===== config.mk =====
export PLATFORM = sky130hd
export DESIGN_NAME = ascii_decimal_int_parser
export DESIGN_NICKNAME = d
export VERILOG_FILES = /design/src/adip_pkg.sv /design/src/ascii_decimal_int_parser.sv
export SDC_FILE = /design/constraint.sdc
export NUM_CORES = 1
export LEC_CHECK = 0
export ABC_AREA = 1
export BUFFER_PORTS_ARGS = -buffer_cell sky130_fd_sc_hd__buf_2
export CAP_MARGIN = 15
export CORE_ASPECT_RATIO = 0.75
export CORE_MARGIN = 2
export CORE_UTILIZATION = 57
export DETAILED_ROUTE_END_ITERATION = 10
export HOLD_SLACK_MARGIN = 0.03
export PLACE_DENSITY = 0.79
export SETUP_SLACK_MARGIN = 0.3
export SLEW_MARGIN = 30
export SYNTH_ARGS = -nofsm -noshare
export SYNTH_HDL_FRONTEND = slang
export SYNTH_SLANG_ARGS = --single-unit

===== constraint.sdc =====
create_clock -name clk -period 4.8 [get_ports clk]
set_input_delay 0.72 -clock clk [delete_from_list [all_inputs] [get_ports clk]]
set_output_delay 0.72 -clock clk [all_outputs]
set_load 0.005 [all_outputs]

===== src/adip_pkg.sv =====
// Package for the ASCII decimal integer parser.
// Holds the item structs for both channels and the character constants.
// No dependencies.
`default_nettype none

package adip_pkg;

	localparam logic [7:0] CH_ZERO  = 8'h30;
	localparam logic [7:0] CH_NINE  = 8'h39;
	localparam logic [7:0] CH_MINUS = 8'h2D;
	localparam logic [7:0] CH_PLUS  = 8'h2B;
	localparam logic [7:0] CH_DOT   = 8'h2E;
	localparam logic [7:0] IGN_NONE = 8'h00;

	localparam logic [63:0] MAG_LIMIT_DIV10 = 64'd922337203685477580;
	localparam logic [3:0]  MAG_LIMIT_LAST  = 4'd7;

	typedef struct packed {
		logic [7:0] data_byte;
		logic       end_of_data;
	} in_item_t;

	typedef struct packed {
		logic signed [63:0] value;
		logic               found;
		logic               overflow;
	} out_item_t;

endpackage

`default_nettype wire


===== src/ascii_decimal_int_parser.sv =====
// ASCII decimal integer parser: top level, one byte per item in, one number per item out.
// Depends on adip_pkg for the item structs and character constants.
//
//   channel | direction | handshake            | payload
//   --------+-----------+----------------------+-------------------------------
//   in      | input     | in_valid / in_stall  | in_item  (data_byte, end_of_data)
//   out     | output    | out_valid / out_stall| out_item (value, found, overflow)
//   cfg     | input     | cfg_wr_en            | cfg_wr_data (ignore_char)
//
// One byte is accepted per cycle while in_stall is low; the whole step (class, x10 add, limit compare)
// is one level of logic between the parse state registers and the result register.
// A number is registered when the byte that ends it is accepted and appears at out in the cycle after.
// in_stall is high only while a result waits in the output register and out is stalled.
// Reset clears the parse state, the ignore character and the output valid.
`default_nettype none

module ascii_decimal_int_parser (
	input  wire                  clk,
	input  wire                  arst_n,
	input  wire                  cfg_wr_en,
	input  wire [7:0]            cfg_wr_data,
	input  wire                  in_valid,
	output logic                 in_stall,
	input  adip_pkg::in_item_t   in_item,
	output logic                 out_valid,
	input  wire                  out_stall,
	output adip_pkg::out_item_t  out_item
);

	logic [7:0]  ignore_char_q;
	logic [63:0] magnitude_q;
	logic        negative_q;
	logic        at_first_q;
	logic        digit_seen_q;
	logic        in_progress_q;
	logic        overflowed_q;
	logic        out_valid_q;
	adip_pkg::out_item_t out_item_q;

	logic        accept;
	logic        emit;
	logic [63:0] magnitude_d;
	logic        negative_d;
	logic        at_first_d;
	logic        digit_seen_d;
	logic        in_progress_d;
	logic        overflowed_d;
	adip_pkg::out_item_t result;

	assign in_stall  = out_valid_q & out_stall;
	assign accept    = in_valid & ~in_stall;
	assign out_valid = out_valid_q;
	assign out_item  = out_item_q;

	always_comb begin
		logic [7:0]  c;
		logic        is_sign;
		logic        is_dot;
		logic        is_ign;
		logic        is_digit;
		logic        taken;
		logic [3:0]  d;
		logic [63:0] src_mag;
		logic        src_neg;
		logic        src_first;
		logic        src_seen;
		logic        src_prog;
		logic        src_ovf;
		c        = in_item.data_byte;
		d        = c[3:0];
		is_sign  = (c == adip_pkg::CH_MINUS) || (c == adip_pkg::CH_PLUS);
		is_dot   = (c == adip_pkg::CH_DOT);
		is_ign   = (ignore_char_q != adip_pkg::IGN_NONE) && (c == ignore_char_q)
			&& !is_sign && !is_dot;
		is_digit = (c >= adip_pkg::CH_ZERO) && (c <= adip_pkg::CH_NINE) && !is_ign;
		taken    = ((is_sign | is_ign) & at_first_q) | is_digit;

		result.found    = digit_seen_q;
		result.overflow = overflowed_q;
		if (!digit_seen_q) begin
			result.value = '0;
		end else if (negative_q) begin
			result.value = -$signed(magnitude_q);
		end else begin
			result.value = $signed(magnitude_q);
		end

		// restart from a clear parse when the byte ends the current one
		if (taken) begin
			src_mag   = magnitude_q;
			src_neg   = negative_q;
			src_first = at_first_q;
			src_seen  = digit_seen_q;
			src_prog  = in_progress_q;
			src_ovf   = overflowed_q;
		end else begin
			src_mag   = '0;
			src_neg   = 1'b0;
			src_first = 1'b1;
			src_seen  = 1'b0;
			src_prog  = 1'b0;
			src_ovf   = 1'b0;
		end

		magnitude_d   = src_mag;
		negative_d    = src_neg;
		at_first_d    = src_first;
		digit_seen_d  = src_seen;
		in_progress_d = src_prog;
		overflowed_d  = src_ovf;

		if (is_sign && src_first) begin
			negative_d    = src_neg | (c == adip_pkg::CH_MINUS);
			at_first_d    = 1'b0;
			in_progress_d = 1'b1;
		end else if (is_ign && src_first) begin
			in_progress_d = 1'b1;
		end else if (is_digit) begin
			magnitude_d   = {src_mag[60:0], 3'b000} + {src_mag[62:0], 1'b0} + {60'd0, d};
			overflowed_d  = src_ovf || (src_mag > adip_pkg::MAG_LIMIT_DIV10)
				|| ((src_mag == adip_pkg::MAG_LIMIT_DIV10) && (d > adip_pkg::MAG_LIMIT_LAST));
			at_first_d    = 1'b0;
			digit_seen_d  = 1'b1;
			in_progress_d = 1'b1;
		end

		if (in_item.end_of_data) begin
			emit          = in_progress_q;
			magnitude_d   = '0;
			negative_d    = 1'b0;
			at_first_d    = 1'b1;
			digit_seen_d  = 1'b0;
			in_progress_d = 1'b0;
			overflowed_d  = 1'b0;
		end else begin
			emit = !taken && in_progress_q;
		end
	end

	always_ff @(posedge clk or negedge arst_n) begin
		if (!arst_n) begin
			ignore_char_q <= adip_pkg::IGN_NONE;
			magnitude_q   <= '0;
			negative_q    <= 1'b0;
			at_first_q    <= 1'b1;
			digit_seen_q  <= 1'b0;
			in_progress_q <= 1'b0;
			overflowed_q  <= 1'b0;
			out_valid_q   <= 1'b0;
		end else begin
			if (cfg_wr_en) begin
				ignore_char_q <= cfg_wr_data;
			end
			if (accept) begin
				magnitude_q   <= magnitude_d;
				negative_q    <= negative_d;
				at_first_q    <= at_first_d;
				digit_seen_q  <= digit_seen_d;
				in_progress_q <= in_progress_d;
				overflowed_q  <= overflowed_d;
			end
			if (accept && emit) begin
				out_valid_q <= 1'b1;
			end else if (!out_stall) begin
				out_valid_q <= 1'b0;
			end
		end
	end

	always_ff @(posedge clk) begin
		if (accept && emit) begin
			out_item_q <= result;
		end
	end

	a_eod_clears: assert property (@(posedge clk) disable iff (!arst_n)
		(accept && in_item.end_of_data) |=> (!in_progress_q && at_first_q))
		else $error("end of data did not clear the parse");

	a_idle_clean: assert property (@(posedge clk) disable iff (!arst_n)
		!in_progress_q |-> (magnitude_q == '0 && !digit_seen_q && !negative_q
			&& !overflowed_q && at_first_q))
		else $error("idle parse state not clear");

	a_seen_not_first: assert property (@(posedge clk) disable iff (!arst_n)
		digit_seen_q |-> (!at_first_q && in_progress_q))
		else $error("digit seen while still at first character");

	a_notfound_zero: assert property (@(posedge clk) disable iff (!arst_n)
		(out_valid_q && !out_item_q.found) |-> (out_item_q.value == '0 && !out_item_q.overflow))
		else $error("item without digits carries a value");

	a_stall_held: assert property (@(posedge clk) disable iff (!arst_n)
		in_stall |-> out_valid_q)
		else $error("input stalled with empty output register");

endmodule

`default_nettype wire

==> flow_summary_export.csv <==
group,metric,value,unit
worst_setup_path,max_stage_delay,0.30,ns
drt,ant_nets,0,
layout,drive_gt1_frac,0.216,
sta,grt_setup_unrepaired,"true",
global_routing,grt_pass1_wl,76900,µm
clock_tree,cts_tree,"done",
synthesis,synth_ff_type,"dfrtp_1",
clock_tree,root_buffer,"clkbuf_16",
place,port_buffers,89,
sta,relSlewSlack,0.339,
drt,vias,15900,
worst_setup_path,worstSetupEndpointType,"flip-flop",
sta,fmax,226,MHz
sta,setup_violations,0,
synthesis,syn-num-nets,2183,
global_routing,grt_pass1_vias,14200,
place,gp_congestion,1.07,
global_routing,antenna_found_initial,0,
flow_run,maxCapViolations,0,
synthesis,synthCells,2036,
floorplanning,design.die.area,0.0252,mm²
global_routing,track_usage,0.399,
layout,syn2layout_area_growth,26.8,%
worst_setup_path,setup.worst_path.class,"in2reg",
synthesis,yosysSeqAreaShare,0.289,
floorplanning,pin_count,90,
worst_setup_path,cpMostUsedCell,"buf_4",
status,status,"finished clean",
worst_setup_path,crit_family,"compound AO/OA/AOI/OAI gates",
sta,slew_violations,0,
clock_tree,cts_buffers,17,
drt,wl_per_cell,18.8,µm
worst_setup_path,path_buf_inv,9,
sta,fin_hold_ws,0.190,ns
worst_setup_path,startpoint,"in_item[2]",
synthesis,async_reset_ff_frac,0.542,
global_routing,grt.met2_usage,0.557,
layout,area.sequential,0.00394,mm²
sta,finalHoldViolCount,0,
worst_setup_path,slowest_stage,"ha_1",
clock_tree,cts.sinks,144,
drt,drt_iter0_drc,2558,
synthesis,synth_edf_count,66,
worst_setup_path,arrival,4.70,ns
sta,fin_skew,0.0104,ns
clock_tree,htreeDepth,4,
place,dp_hpwl,40300,µm
drt,dr.pass1.iters,7,
power,ir_worst_vdd,0.221,mV
layout,post-route-util,0.743,
drt,wl,50700,µm
global_routing,grt_max_degree,62,
global_routing,met3_usage,0.111,
global_routing,grt.busiest_layer,"met1",
layout,layout.nets,2535,
power,p_leak,0.00859,µW
drt,vias_per_cell,5.90,
floorplanning,die_x,182,µm
synthesis,ys_ff_latch,144,
clock_tree,clk_pin_slew,0.07,ns
layout,multi_input_area,0.00857,mm²
synthesis,synth_area_per_cell,6.69,µm²
layout,insertedDiodeCount,0,
synthesis,ys_types,49,
floorplanning,core_area,0.0232,mm²
worst_setup_path,cp.required,5.08,ns
clock_tree,post_cts_buffers,0,
synthesis,ys_warn_count,0,
layout,n_fill_cell,1904,
synthesis,synth_area,0.0136,mm²
global_routing,gr-usage-met1,0.601,
layout,instances_no_fill,2700,
sta,final.period_utilization,0.921,
floorplanning,fp.dieH,138,µm
power,pwr_density_cell,168,mW/mm²
clock_tree,clock_latency,0.43,ns
worst_setup_path,worstReg2RegStart,"ignore_char_q[2]$_DFFE_PN0P_",
clock_tree,cts_buffer_depth,2,
sta,finalCriticalPeriod,4.42,ns
global_routing,grt-ovfl-total,0,
worst_setup_path,cp_max_fo,16,
floorplanning,initial_core_util,0.586,
worst_hold_path,hold_class,"in2async",
worst_setup_path,cp-start-kind,"primary input",
drt,drc,0,
sta,worst_pin_slew,0.991,ns
floorplanning,core.rowCount,48,
place,dp_cells,2668,
==> power breakdown <==
group	switching (µW)	leakage (µW)	internal, µW	total, µW
combinational	229	0.00665	99.6	329
clock	544	0.000258	706	1250
sequential	20.7	0.00168	1300	1320
==> cell families after synthesis <==
| kind of cell | count (synthesis) | share of synthesized area |
|---|---|---|
| compound gates | 473 | 0.192 |
| xor+xnor | 31 | 0.0199 |
| fa+ha+maj | 125 | 0.116 |
| buf+inv | 343 | 0.0968 |
| flops | 144 | 0.289 |
| mux | 1 | 0.000827 |
| simple gates | 919 | 0.286 |
==> path summary, 6_finish.rpt <==
kind	end	slack, ns	cells past startpoint
hold / removal	magnitude_q[47]$_DFFE_PN0P_	0.19	1
setup reg to reg	magnitude_q[33]$_DFFE_PN0P_	0.50	26
min in group clk	out_item[0]$_DFFE_PP_	0.45	0
max in group asynchronous	magnitude_q[24]$_DFFE_PN0P_	3.49	2
hold reg to reg	out_item[0]$_DFFE_PP_	0.45	0
setup / recovery	magnitude_q[33]$_DFFE_PN0P_	0.38	26
==> sequential cells by signal, indices dropped and copies added, names as in the netlist <==
name           count
out_item          66
magnitude_q       64
ignore_char_q      8
at_first_q         1
digit_seen_q       1
in_progress_q      1
negative_q         1
out_valid          1
overflowed_q       1
==> Yosys cell counts (all sizes together) (3+ instances only) <==
master | count | share of area
nand2 | 396 | 0.11
nor2 | 311 | 0.089
inv | 286 | 0.079
o21ai | 206 | 0.076
a21oi | 159 | 0.059
ha | 123 | 0.11
nand3 | 107 | 0.042
dfrtp | 77 | 0.14
edfxtp | 66 | 0.15
nor3 | 58 | 0.022
clkbuf | 40 | 0.011
nand4 | 29 | 0.013
o22ai | 27 | 0.012
xnor2 | 22 | 0.014
buf | 17 | 0.0070
o211ai | 16 | 0.0088
a21o | 13 | 0.0072
nor4 | 11 | 0.0051
o21bai | 11 | 0.0061
o21a | 9 | 0.0050
xor2 | 9 | 0.0058
a21boi | 8 | 0.0044
a31oi | 8 | 0.0037
a22oi | 4 | 0.0022
nand3b | 3 | 0.0017
o2111ai | 3 | 0.0019
o221ai | 3 | 0.0019
or2 | 3 | 0.0014
==> stage by stage <==
step	area, µm²	setup TNS, ns	power, µW	worst slack, ns
CTS	17000	0	2880	0.303
detailed placement	16500	-0.840	1660	-0.195
finish	17300	0	2900	0.378
global route	17300	0	2980	0.232
floorplan	13600	0	1540	0.366
global placement	16500	-0.181	1650	-0.0590
==> layout by cell type, fill, tap and decap left out, drive strengths merged, types with 13 or more instances in the layout <==
cell type / instances
a21o: 13
xnor2: 22
o21ai: 206
dfrtp: 77
a21oi: 159
edfxtp: 66
clkbuf: 20
ha: 123
inv: 288
buf: 387
o22ai: 27
nand3: 107
o211ai: 16
nor2: 311
nand2: 396
nand4: 29
nor3: 58
==> layout make-up <==
cell class | count | share of cell area
clock inverters | 14 | 0.00681
well taps | 300 | 0.0217
inverters | 286 | 0.0623
repair buffers | 390 | 0.161
multi-input cells | 1549 | 0.496
flip-flops and latches | 144 | 0.228
clock buffers | 17 | 0.0246
==> timing repair <==
| action | CTS | global route |
|---|---|---|
| pin swaps | 0 | 4 |
| setup endpoints to repair | 2 | 44 |
| gates resized for setup | 3 | 72 |
| hold buffers | 0 | 0 |
| cloned | 0 | 1 |
| hold endpoints to repair | 0 | 0 |
==> routing by layer <==
| metal | vias to the layer above | wire length [µm] |
|---|---|---|
| met4 | 0 | 1000 |
| met5 | - | 0 |
| li1 | 7544 | - |
| met2 | 1127 | 19900 |
| met3 | 77 | 7680 |
| met1 | 7182 | 22200 |
No activity file was read; power rests on OpenSTA's default activity.
